**config.mk**
```make
export PLATFORM = sky130hd
export DESIGN_NAME = balance_line_follow_motor_control
export DESIGN_NICKNAME = d
export VERILOG_FILES = /design/src/hw/rtl/blfmc_pkg.sv /design/src/hw/rtl/balance_line_follow_motor_control.sv /design/src/hw/rtl/blfmc_edge.sv /design/src/hw/rtl/blfmc_drive.sv
export SDC_FILE = /design/constraint.sdc
export NUM_CORES = 2
export LEC_CHECK = 0
export CAP_MARGIN = 20
export CORE_ASPECT_RATIO = 0.6
export CORE_MARGIN = 1
export CORE_UTILIZATION = 30
export CTS_CLUSTER_SIZE = 20
export DETAILED_ROUTE_END_ITERATION = 10
export DONT_BUFFER_PORTS = 1
export PLACE_DENSITY = 0.48
export SETUP_SLACK_MARGIN = 0.1
export SYNTH_ARGS = -nofsm -noshare
export SYNTH_HDL_FRONTEND = slang
export SYNTH_SLANG_ARGS = --single-unit
```
**constraint.sdc**
```tcl
create_clock -name clk -period 11.7 [get_ports clk]
set_clock_uncertainty 0.2 [all_clocks]
set_input_delay 1.755 -clock clk [delete_from_list [all_inputs] [get_ports clk]]
set_output_delay 1.755 -clock clk [all_outputs]
set_load 0.005 [all_outputs]
```
**src/hw/rtl/blfmc_pkg.sv**
```systemverilog
`default_nettype none
// ----------------------------------------------------------------------------
// blfmc_pkg: shared types and constants of the line-follow balance controller
// Line geometry, configuration register map, register reset values, result
// beat layout and the steering divide helper.
// ----------------------------------------------------------------------------
package blfmc_pkg;

    // Line sensor geometry
    localparam int LINE_WIDTH = 128;
    localparam int IDX_W      = $clog2(LINE_WIDTH);
    localparam int HALF_W     = LINE_WIDTH / 2;

    // Fixed field widths
    localparam int CENTER_W = 7;
    localparam int STEER_W  = 4;
    localparam int CFG_IDX_W = 3;
    localparam int CFG_DATA_W = 16;

    // Divide by ten through a reciprocal: exact for operands below 2^16
    localparam logic [15:0] DIV10_MUL   = 16'd52429;
    localparam int          DIV10_SHIFT = 19;

    typedef enum logic [CFG_IDX_W-1:0] {
        REG_DARK_THRESHOLD = 3'd0,
        REG_SPEED_SETPOINT = 3'd1,
        REG_TILT_GAIN      = 3'd2,
        REG_RATE_GAIN      = 3'd3,
        REG_TRAVEL_GAIN    = 3'd4,
        REG_SPEED_GAIN     = 3'd5
    } cfg_reg_t;

    typedef struct packed {
        logic        [7:0]  dark_threshold;
        logic signed [15:0] speed_setpoint;
        logic        [7:0]  tilt_gain;
        logic        [7:0]  rate_gain;
        logic        [7:0]  travel_gain;
        logic        [7:0]  speed_gain;
    } cfg_t;

    localparam logic [7:0]         RST_DARK_THRESHOLD = 8'd100;
    localparam logic signed [15:0] RST_SPEED_SETPOINT = 16'sd77;
    localparam logic [7:0]         RST_TILT_GAIN      = 8'd10;
    localparam logic [7:0]         RST_RATE_GAIN      = 8'd10;
    localparam logic [7:0]         RST_TRAVEL_GAIN    = 8'd20;
    localparam logic [7:0]         RST_SPEED_GAIN     = 8'd10;

    // One control tick handed from the line tracker to the drive pipeline
    typedef struct packed {
        logic signed [15:0] gyro_rate;
        logic signed [15:0] wheel_speed;
        logic [IDX_W-1:0]   center;
    } tick_t;

    typedef struct packed {
        logic signed [15:0]        left_motor;
        logic signed [15:0]        right_motor;
        logic signed [STEER_W-1:0] steer;
        logic [CENTER_W-1:0]       line_center;
        logic signed [15:0]        tilt_drive;
    } result_t;

    // (center - LINE_WIDTH/2) / 10, truncated toward zero
    function automatic logic signed [STEER_W-1:0] steer_of(input logic [IDX_W-1:0] center);
        logic signed [IDX_W:0]  diff;
        logic [IDX_W-1:0]       mag;
        logic [IDX_W+15:0]      prod;
        logic [IDX_W-1:0]       quo;
        diff = $signed({1'b0, center}) - $signed((IDX_W+1)'(HALF_W));
        mag  = diff[IDX_W] ? IDX_W'(-diff) : diff[IDX_W-1:0];
        prod = (IDX_W+16)'(mag) * (IDX_W+16)'(DIV10_MUL);
        quo  = IDX_W'(prod >> DIV10_SHIFT);
        return diff[IDX_W] ? $signed(STEER_W'(-quo)) : $signed(STEER_W'(quo));
    endfunction

endpackage
`default_nettype wire

```
**src/hw/rtl/balance_line_follow_motor_control.sv**
```systemverilog
`default_nettype none
// ----------------------------------------------------------------------------
// balance_line_follow_motor_control: line-follow balance motor controller
// Tracks the dark line edges over one sensor line and, on its last pixel,
// runs one balance tick that yields both motor commands.
// ----------------------------------------------------------------------------
// Usage:
//   Input stream: one line sensor pixel per beat in index order, with tlast on
//   the final pixel of the line. Gyro rate and wheel speed ride in tdata and
//   are used only on the tlast beat.
//   Output stream: one beat per line, carrying left/right motor commands,
//   steering, line center and tilt drive.
//   Throughput: one input beat per cycle while s_tready is high. The tlast
//   beat's result comes out of the five-stage drive pipeline (integrate, gain
//   multiply, sum, scale/saturate, motor mix).
//   Stall: a result waiting on m_tready holds in the output register while
//   the pipeline keeps filling; s_tready drops only once all five stages hold
//   a result.
//   Configuration: write cfg_data to register cfg_index with cfg_we, only
//   while no line end is in flight. Writes to unknown indexes are dropped.
//   Reset: accumulators cleared, edges at their empty-line values, registers
//   at their defaults, no results pending.
// ----------------------------------------------------------------------------
module balance_line_follow_motor_control
(
    input  wire logic                               clk,
    input  wire logic                               rst_n,
    // slave stream
    input  wire logic                               s_tvalid,
    output      logic                               s_tready,
    input  wire logic [39:0]                        s_tdata,  // pixel, gyro_rate, wheel_speed
    input  wire logic                               s_tlast,  // last_pixel
    // master stream
    output      logic                               m_tvalid,
    input  wire logic                               m_tready,
    output      logic [63:0]                        m_tdata,  // left_motor, right_motor,
                                                              // steer, line_center,
                                                              // tilt_drive, zero pad
    // configuration
    input  wire logic                               cfg_we,
    input  wire logic [blfmc_pkg::CFG_IDX_W-1:0]    cfg_index,
    input  wire logic [blfmc_pkg::CFG_DATA_W-1:0]   cfg_data
);

    blfmc_pkg::cfg_t    cfg_reg;
    blfmc_pkg::tick_t   tick;
    blfmc_pkg::result_t result;

    logic                          in_beat;
    logic                          drv_ready;
    logic                          drv_busy;
    logic [blfmc_pkg::IDX_W-1:0]   center;

    // Accept a beat whenever the drive pipeline has room for a line end
    assign s_tready = drv_ready;
    assign in_beat  = s_tvalid && s_tready;

    // Configuration registers
    always_ff @(posedge clk or negedge rst_n)
    begin
        if (!rst_n)
        begin
            cfg_reg.dark_threshold <= blfmc_pkg::RST_DARK_THRESHOLD;
            cfg_reg.speed_setpoint <= blfmc_pkg::RST_SPEED_SETPOINT;
            cfg_reg.tilt_gain      <= blfmc_pkg::RST_TILT_GAIN;
            cfg_reg.rate_gain      <= blfmc_pkg::RST_RATE_GAIN;
            cfg_reg.travel_gain    <= blfmc_pkg::RST_TRAVEL_GAIN;
            cfg_reg.speed_gain     <= blfmc_pkg::RST_SPEED_GAIN;
        end
        else if (cfg_we)
        begin
            case (cfg_index)
                blfmc_pkg::REG_DARK_THRESHOLD: cfg_reg.dark_threshold <= cfg_data[7:0];
                blfmc_pkg::REG_SPEED_SETPOINT: cfg_reg.speed_setpoint <= $signed(cfg_data);
                blfmc_pkg::REG_TILT_GAIN:      cfg_reg.tilt_gain      <= cfg_data[7:0];
                blfmc_pkg::REG_RATE_GAIN:      cfg_reg.rate_gain      <= cfg_data[7:0];
                blfmc_pkg::REG_TRAVEL_GAIN:    cfg_reg.travel_gain    <= cfg_data[7:0];
                blfmc_pkg::REG_SPEED_GAIN:     cfg_reg.speed_gain     <= cfg_data[7:0];
                default:                       ;
            endcase
        end
    end

    // Edge tracking runs on every accepted pixel; center includes this pixel
    blfmc_edge u_edge
    (
        .clk       (clk),
        .rst_n     (rst_n),
        .beat      (in_beat),
        .pixel     (s_tdata[7:0]),
        .last      (s_tlast),
        .threshold (cfg_reg.dark_threshold),
        .center    (center)
    );

    assign tick.gyro_rate   = $signed(s_tdata[23:8]);
    assign tick.wheel_speed = $signed(s_tdata[39:24]);
    assign tick.center      = center;

    // Only line ends enter the drive pipeline
    blfmc_drive u_drive
    (
        .clk        (clk),
        .rst_n      (rst_n),
        .cfg        (cfg_reg),
        .in_valid   (s_tvalid && s_tlast),
        .in_ready   (drv_ready),
        .in_tick    (tick),
        .out_valid  (m_tvalid),
        .out_ready  (m_tready),
        .out_result (result),
        .busy       (drv_busy)
    );

    assign m_tdata = {5'b0, result.tilt_drive, result.line_center, result.steer,
                      result.right_motor, result.left_motor};

    // A line end that is taken must show up in the pipeline next cycle
    assert property (@(posedge clk) disable iff (!rst_n)
        (s_tvalid && s_tready && s_tlast) |=> drv_busy)
        else $error("accepted line end did not enter the drive pipeline");

    // An empty pipeline never back-pressures the input
    assert property (@(posedge clk) disable iff (!rst_n)
        !drv_busy |-> s_tready)
        else $error("input stalled with an empty drive pipeline");

    // Nothing is presented when no line end is in flight
    assert property (@(posedge clk) disable iff (!rst_n)
        m_tvalid |-> drv_busy)
        else $error("result beat without a line end in flight");

    // Steering stays within the span of half a line divided by ten
    assert property (@(posedge clk) disable iff (!rst_n)
        m_tvalid |-> ($signed(result.steer) >= -4'sd6 && $signed(result.steer) <= 4'sd6))
        else $error("steering out of range");

endmodule
`default_nettype wire

```
**src/hw/rtl/blfmc_edge.sv**
```systemverilog
`default_nettype none
// ----------------------------------------------------------------------------
// blfmc_edge: line edge tracker
// Follows the pixel index, keeps the left and right dark edges and gives the
// line center including the pixel on the current beat.
// ----------------------------------------------------------------------------
module blfmc_edge
(
    input  wire logic                        clk,
    input  wire logic                        rst_n,
    input  wire logic                        beat,
    input  wire logic [7:0]                  pixel,
    input  wire logic                        last,
    input  wire logic [7:0]                  threshold,
    output      logic [blfmc_pkg::IDX_W-1:0] center
);

    localparam int IW = blfmc_pkg::IDX_W;

    logic [IW-1:0] idx_reg,   idx_next;
    logic [IW-1:0] left_reg,  left_next;
    logic [IW-1:0] right_reg, right_next;
    logic          found_reg, found_next;

    logic          dark;
    logic          hit_left;
    logic          hit_right;
    logic [IW-1:0] left_now;
    logic [IW-1:0] right_now;
    logic [IW:0]   edge_sum;

    always_comb
    begin
        dark      = pixel < threshold;
        hit_left  = dark && (idx_reg >= IW'(1)) && (idx_reg <= IW'(blfmc_pkg::HALF_W));
        hit_right = dark && !found_reg && (idx_reg >= IW'(blfmc_pkg::HALF_W))
                    && (idx_reg <= IW'(blfmc_pkg::LINE_WIDTH - 2));
        left_now  = hit_left  ? idx_reg : left_reg;
        right_now = hit_right ? idx_reg : right_reg;
        edge_sum  = (IW+1)'(left_now) + (IW+1)'(right_now);
        center    = edge_sum[IW:1];
    end

    always_comb
    begin
        idx_next   = idx_reg;
        left_next  = left_reg;
        right_next = right_reg;
        found_next = found_reg;
        if (beat)
        begin
            if (last)
            begin
                // end of line: back to the empty-line state
                idx_next   = '0;
                left_next  = '0;
                right_next = IW'(blfmc_pkg::LINE_WIDTH - 1);
                found_next = 1'b0;
            end
            else
            begin
                left_next  = left_now;
                right_next = right_now;
                found_next = found_reg || hit_right;
                if (idx_reg < IW'(blfmc_pkg::LINE_WIDTH - 1))
                begin
                    idx_next = idx_reg + IW'(1);
                end
            end
        end
    end

    always_ff @(posedge clk or negedge rst_n)
    begin
        if (!rst_n)
        begin
            idx_reg   <= '0;
            left_reg  <= '0;
            right_reg <= IW'(blfmc_pkg::LINE_WIDTH - 1);
            found_reg <= 1'b0;
        end
        else
        begin
            idx_reg   <= idx_next;
            left_reg  <= left_next;
            right_reg <= right_next;
            found_reg <= found_next;
        end
    end

endmodule
`default_nettype wire

```
**src/hw/rtl/blfmc_drive.sv**
```systemverilog
`default_nettype none
// ----------------------------------------------------------------------------
// blfmc_drive: balance drive pipeline
// Integrates gyro rate and speed error, weights them by the gains, scales
// and saturates the drive and forms both motor commands over five stages.
// ----------------------------------------------------------------------------
module blfmc_drive
(
    input  wire logic               clk,
    input  wire logic               rst_n,
    input  wire blfmc_pkg::cfg_t    cfg,
    input  wire logic               in_valid,
    output      logic               in_ready,
    input  wire blfmc_pkg::tick_t   in_tick,
    output      logic               out_valid,
    input  wire logic               out_ready,
    output      blfmc_pkg::result_t out_result,
    output      logic               busy
);

    localparam int IW = blfmc_pkg::IDX_W;
    localparam int SW = blfmc_pkg::STEER_W;

    function automatic logic signed [31:0] sat32(input logic signed [32:0] v);
        if (v[32] != v[31])
        begin
            return v[32] ? 32'sh8000_0000 : 32'sh7fff_ffff;
        end
        return v[31:0];
    endfunction

    function automatic logic signed [15:0] sat16_34(input logic signed [34:0] v);
        if (v > 35'sd32767)
        begin
            return 16'sh7fff;
        end
        if (v < -35'sd32768)
        begin
            return 16'sh8000;
        end
        return v[15:0];
    endfunction

    function automatic logic signed [15:0] sat16_18(input logic signed [17:0] v);
        if (v > 18'sd32767)
        begin
            return 16'sh7fff;
        end
        if (v < -18'sd32768)
        begin
            return 16'sh8000;
        end
        return v[15:0];
    endfunction

    // Stage valids and readiness
    logic v1_reg, v2_reg, v3_reg, v4_reg, vo_reg;
    logic rdy1, rdy2, rdy3, rdy4, rdyo;
    logic fire;

    // Accumulators
    logic signed [31:0] tilt_acc_reg, tilt_acc_next;
    logic signed [31:0] travel_acc_reg, travel_acc_next;
    logic signed [16:0] speed_err;

    // Stage payloads
    logic signed [15:0] gyro1_reg, speed1_reg;
    logic signed [31:0] tilt1_reg, travel1_reg;
    logic [IW-1:0]      center1_reg, center2_reg, center3_reg, center4_reg;
    logic signed [40:0] pt2_reg, pv2_reg;
    logic signed [24:0] pr2_reg, ps2_reg;
    logic signed [SW-1:0] steer2_reg, steer3_reg, steer4_reg;
    logic signed [42:0] sum3_reg;
    logic signed [15:0] drive4_reg;
    blfmc_pkg::result_t res_reg;

    logic signed [42:0] sum3_next;
    logic signed [42:0] rounded;
    logic signed [34:0] quo;
    logic signed [17:0] left_sum, right_sum;

    assign rdyo     = !vo_reg || out_ready;
    assign rdy4     = !v4_reg || rdyo;
    assign rdy3     = !v3_reg || rdy4;
    assign rdy2     = !v2_reg || rdy3;
    assign rdy1     = !v1_reg || rdy2;
    assign in_ready = rdy1;
    assign fire     = in_valid && rdy1;

    assign out_valid  = vo_reg;
    assign out_result = res_reg;
    assign busy       = v1_reg || v2_reg || v3_reg || v4_reg || vo_reg;

    always_comb
    begin
        speed_err       = 17'(in_tick.wheel_speed) - 17'(cfg.speed_setpoint);
        tilt_acc_next   = sat32(33'(tilt_acc_reg) + 33'(in_tick.gyro_rate));
        travel_acc_next = sat32(33'(travel_acc_reg) + 33'(speed_err));

        sum3_next = 43'(pt2_reg) + 43'(pr2_reg) - 43'(pv2_reg) - 43'(ps2_reg);

        // divide by 256 truncating toward zero
        rounded = sum3_reg + (sum3_reg[42] ? 43'sd255 : 43'sd0);
        quo     = rounded[42:8];

        left_sum  = 18'(steer4_reg) - 18'(drive4_reg);
        right_sum = -18'(steer4_reg) - 18'(drive4_reg);
    end

    always_ff @(posedge clk or negedge rst_n)
    begin
        if (!rst_n)
        begin
            v1_reg         <= 1'b0;
            v2_reg         <= 1'b0;
            v3_reg         <= 1'b0;
            v4_reg         <= 1'b0;
            vo_reg         <= 1'b0;
            tilt_acc_reg   <= '0;
            travel_acc_reg <= '0;
        end
        else
        begin
            if (rdy1)
            begin
                v1_reg <= in_valid;
            end
            if (rdy2)
            begin
                v2_reg <= v1_reg;
            end
            if (rdy3)
            begin
                v3_reg <= v2_reg;
            end
            if (rdy4)
            begin
                v4_reg <= v3_reg;
            end
            if (rdyo)
            begin
                vo_reg <= v4_reg;
            end
            if (fire)
            begin
                tilt_acc_reg   <= tilt_acc_next;
                travel_acc_reg <= travel_acc_next;
            end
        end
    end

    always_ff @(posedge clk)
    begin
        if (fire)
        begin
            gyro1_reg   <= in_tick.gyro_rate;
            speed1_reg  <= in_tick.wheel_speed;
            tilt1_reg   <= tilt_acc_next;
            travel1_reg <= travel_acc_next;
            center1_reg <= in_tick.center;
        end
        if (rdy2 && v1_reg)
        begin
            pt2_reg     <= 41'($signed({1'b0, cfg.tilt_gain})) * 41'(tilt1_reg);
            pr2_reg     <= 25'($signed({1'b0, cfg.rate_gain})) * 25'(gyro1_reg);
            pv2_reg     <= 41'($signed({1'b0, cfg.travel_gain})) * 41'(travel1_reg);
            ps2_reg     <= 25'($signed({1'b0, cfg.speed_gain})) * 25'(speed1_reg);
            center2_reg <= center1_reg;
            steer2_reg  <= blfmc_pkg::steer_of(center1_reg);
        end
        if (rdy3 && v2_reg)
        begin
            sum3_reg    <= sum3_next;
            center3_reg <= center2_reg;
            steer3_reg  <= steer2_reg;
        end
        if (rdy4 && v3_reg)
        begin
            drive4_reg  <= sat16_34(quo);
            center4_reg <= center3_reg;
            steer4_reg  <= steer3_reg;
        end
        if (rdyo && v4_reg)
        begin
            res_reg.left_motor  <= sat16_18(left_sum);
            res_reg.right_motor <= sat16_18(right_sum);
            res_reg.steer       <= steer4_reg;
            res_reg.line_center <= blfmc_pkg::CENTER_W'(center4_reg);
            res_reg.tilt_drive  <= drive4_reg;
        end
    end

endmodule
`default_nettype wire

```
# After elaboration in Yosys (flattened, before gate mapping)

Cells that the tools add are included.

Word-level logic and storage cells: 156
Output and inout port bits: 66
Register bits: 533
Input bits: 65

Add/sub/neg operators: 15
Order comparisons: 12
Equal/unequal tests: 7
Multiplexer cells: 45
Multiply operators: 5
Reduce and logical (&&, ||, !) cells: 33

Operators with widths:

| kind                  | number |
|---|---|
| $mux 16               | 12 |
| $mux 32               | 6 |
| $mul 9x32->41         | 2 |
| $mul 9x16->25         | 2 |
| $mux 7                | 7 |
| $add 43x43->43        | 1 |
| $sub 42x41->43        | 1 |
| $sub 43x25->43        | 1 |
| $add 41x25->42        | 1 |
| $gt 18x16->1 const B  | 2 |
| $lt 18x16->1 const B  | 2 |
| $gt 35x16->1 const B  | 1 |
| $lt 35x16->1 const B  | 1 |
| $add 32x16->33        | 1 |
| $add 32x17->33        | 1 |
| $mul 7x16->23 const B | 1 |
| $mux 1                | 18 |
| $neg 4->18            | 1 |
| $sub 18x16->18        | 1 |
| $sub 16x16->17        | 1 |
| $sub 4x16->17         | 1 |
| $le 7x7->1 const B    | 2 |
| $reduce_and 2->1      | 7 |
| $logic_and 1x1->1     | 12 |
| 19 further kinds      | 32 |

# Logic depth before layout (Yosys ltp)

Depth after elaboration: 9
Depth in mapped cells: 25
Mapped depth without buffers: 25

# By module

From an unflattened synthesis, not the netlist that was laid out.

Cells, all modules: 5710
Area total of the unflattened synthesis: 57586.5 µm²

Modules (own cells, without submodules):

| module                            | cells each | times used | seq. area each (µm²) | area each (µm²) |
|---|---|---|---|---|
| blfmc_drive                       | 5403       | 1          | 13317.8              | 53583.9 |
| balance_line_follow_motor_control | 131        | 1          | 1420.1               | 2259.7 |
| blfmc_edge                        | 176        | 1          | 559.3                | 1742.9 |

# Least setup slack after synthesis

No wires, ideal clock.

Kind: input to register
From: input port m_tready
To: register u_drive.center1_reg[0] (enable)
Slack: 4742 ps
Arrival time: 6249 ps
Path buffers: 3
Stages on the path: 10
Cells stage by stage: nor2b_1 -> nand4_1 -> inv_1 -> nand2_1 -> and2_1 -> clkbuf_1 -> nand2_1 -> clkinv_1 -> buf_1 -> clkbuf_1

Word-level cells in the longest chain between the ends: 6

Ends and longest elaborated chain:

| item                   | RTL line                                | source |
|---|---|---|
| start: declaration     | balance_line_follow_motor_control.sv:35 | `input wire logic m_tready,` |
| $logic_or 1x1->1       | blfmc_drive.sv:82                       | `assign rdyo = !vo_reg \|\| out_ready;` |
| $logic_or 1x1->1       | blfmc_drive.sv:83                       | `assign rdy4 = !v4_reg \|\| rdyo;` |
| $logic_or 1x1->1       | blfmc_drive.sv:84                       | `assign rdy3 = !v3_reg \|\| rdy4;` |
| $logic_or 1x1->1       | blfmc_drive.sv:85                       | `assign rdy2 = !v2_reg \|\| rdy3;` |
| $logic_or 1x1->1       | blfmc_drive.sv:86                       | `assign rdy1 = !v1_reg \|\| rdy2;` |
| named net s_tready     | balance_line_follow_motor_control.sv:30 | `output logic s_tready,` |
| $logic_and 1x1->1      | blfmc_drive.sv:88                       | `assign fire = in_valid && rdy1;` |
| named net u_drive.fire | blfmc_drive.sv:59                       | `logic fire;` |
| end signal: assignment | blfmc_drive.sv:160                      | `center1_reg <= in_tick.center;` |
| end: declaration       | blfmc_drive.sv:69                       | `logic [IW-1:0] center1_reg, center2_reg, center3_reg, center4_reg;` |

The timed path passes the listed nets, and every way through them passes these cells.
A chain may end at the register's enable or synchronous reset.

# Final worst setup path

From: register cfg_reg[10] (netlist bit)
To: register u_drive.pv2_reg[37] (data pin)

Word-level cells in the longest chain between the ends: 1

Ends and longest elaborated chain:

| item                   | RTL line                                | source |
|---|---|---|
| start: declaration     | balance_line_follow_motor_control.sv:45 | `blfmc_pkg::cfg_t cfg_reg;` |
| $mul 9x32->41          | blfmc_drive.sv:166                      | `pv2_reg <= 41'($signed({1'b0, cfg.travel_gain})) * 41'(travel1_reg);` |
| end signal: assignment | blfmc_drive.sv:166                      |  |
| end: declaration       | blfmc_drive.sv:70                       | `logic signed [40:0] pt2_reg, pv2_reg;` |

Every way passes these cells.

==> impl_metrics.toml <==
[grt]
grt_max_degree = 148
antenna_found_initial = 14
grt_pass1_vias = 39300
gr-usage-all-layers_pct = 16.5
grt_first_pass_wirelength_um = 244000
grt-ovfl-total = 0

[cells_and_area]
final_common_cell = "inv_1"
drive_gt1_share_pct = 5.14
largest_reg_flops = 59
area_growth_pct = 9.21
finalNonFillerCells = 8251
final_cell_mix = "1,093 x inv_1, 729 x fa_1, 486 x and2_1, 486 x ha_1, 469 x nand2_1"
nets = 6972
fillers = 19300

[worst_setup_path]
startpoint_type = "flip-flop"
cp_common_cell = "fa_1"
cp.required_ns = 11.90
endpoint_kind = "flip-flop"
cpLargestDelayFamily = "adder cells"
cp.arrival_ns = 6.85
r2r-start = "cfg_reg[10]"
max_stage_delay_ns = 1.04
path_buf_inv = 3
path_cells = "nand2_1, fa_1, inv_1, fa_1, inv_1, fa_1, fa_1, inv_1, ha_1, o21ai_0, o21ai_0, a32o_1, a41o_1, a21oi_1, or4b_2, a31oi_1, a41oi_1, nor2b_1, xnor2_1"
crit_fanout = 33
cp_slowest_cell = "dfstp_2"
crit_type = "reg2reg"
startpoint = "cfg_reg[10]"

[synth]
synthCells = 5717
netlist_area_mm2 = 0.0572
yosys-top-cells-area = "fa_1 26%, edfxtp_1 20%, ha_1 11%, inv_1 7.2%, dfrtp_1 5.5%"
async_flop_share_pct = 27.6
yosysUniqueCellTypes = 96
synth_top_area_share_pct = 25.5
synthFlopType = "edfxtp_1"
avgSynthCellArea_um2 = 10.0
synth_area_leader_cell = "fa_1"
synth_edf_count = 386
synth_seq_cells = 533
yosysSeqAreaShare_pct = 26.7
yosys_warnings = 0

[cts]
clkSinkCount = 533
clk_pin_slew_ns = 0.06
post_cts_resize_count = 0
post-cts-setup-buffers = 0
clockRootBuffer = "clkbuf_16"
hold_buffers = 0
clock_path_buffers = 3
worstSkewPairLatency_ns = 0.66
cts_max_level = 3
cts_tree = "built"
numCtsBuffers = 66

[sta]
tns_ns = 0
fin_crit_sh_pct = 56.9
hold_viol = 0
setup_viol = 0
max_slew_margin_pct = 26.0
fin_crit_ns = 6.65
worstMarginPinSlew_ns = 1.11
holdWs_ns = 0.218
slew_violations = 0
rsz0062_at_grt = "false"
fmax_mhz = 150

[floorplanning]
initial_core_util_pct = 30.4
fp.coreArea_mm2 = 0.188
ios = 131
dieWidth_um = 566
fp.dieH_um = 340
die_area_mm2 = 0.193
rows = 123

[placed_design]
dp.cells = 8118
port_buffers = 0
dp_hpwl_um = 124000
globalplace.congestion = 0.828

[job]
maxCapViolations = 0

[route]
viasPerCell = 4.67
drtIter0Drc = 2915
wirelength_um = 156000
wl_per_cell_um = 18.9
post-route-drc-count = 0
num_vias = 38500
final_antenna_net_count = 0
first_pass_iters = 5

[hold_path]
hp-start = "u_drive.steer3_reg[3]"
min_path_type = "reg2reg"

[status]
outcome = "complete, no violations"
-- Yosys cell counts (all sizes together), types with 37 or more instances --
master	instances
xor2	72
and2	489
fa	729
xnor2	191
clkbuf	116
a21oi	270
o21a	37
edfxtp	386
ha	486
nor2b	43
a21o	102
nand3	63
nor2	245
dfrtp	125
o21bai	41
mux2	74
o21ai	171
nor3	65
inv	1093
nand2	469
-- cells by family after synthesis --
family | share of synthesized area, %
simple gates | 13.3
buf+inv | 8.14
fa+ha+maj | 36.3
compound gates | 9.89
flops | 26.7
xor+xnor | 4.05
mux | 1.51
other cells | 0.00655
-- metrics by stage --
step	area, um2	worst slack (ns)	utilization (%)
after floorplan	57200	4.74	-
after global placement	60100	5.13	31.9
after detailed placement	60100	5.04	31.9
after CTS	62300	5.03	33.1
after global routing	62500	4.64	33.2
final	62500	5.05	33.2
-- cell type report --
| cell class | count | area (um2) | share of cell area [%] |
|---|---|---|---|
| sequential | 533 | 15300 | 24.5 |
| antenna | 7 | 17.5 | 0.0280 |
| multi-input combinational | 3960 | 37300 | 59.7 |
| inverter | 1094 | 4110 | 6.58 |
| timing repair buffer | 37 | 384 | 0.615 |
| tap | 2500 | 3130 | 5.01 |
| clock inverter | 48 | 531 | 0.849 |
| clock buffer | 72 | 1680 | 2.69 |
-- worst paths after layout --
path	end	slack (ns)	cells after the start
max	u_drive.pv2_reg[37]	5.05	19
min	u_drive.steer4_reg[3]	0.22	0
max reg2reg	u_drive.pv2_reg[37]	5.05	19
min reg2reg	u_drive.steer4_reg[3]	0.22	0
max in group asynchronous	u_drive.tilt_acc_reg[25]	10.26	0
min in group asynchronous	u_drive.travel_acc_reg[29]	0.60	0
-- routing by layer --
layer,track usage (%),up-vias,part of all wire (%)
li1,-,18500,-
met1,27.1,19000,55
met2,20.7,845,36
met3,4.42,130,7.5
met4,2.67,18,1.4
met5,0.339,-,0.13
Power is left out: the tool's default activity adds up to more than one toggle a clock period on the data nets, which glitch-free logic cannot reach.
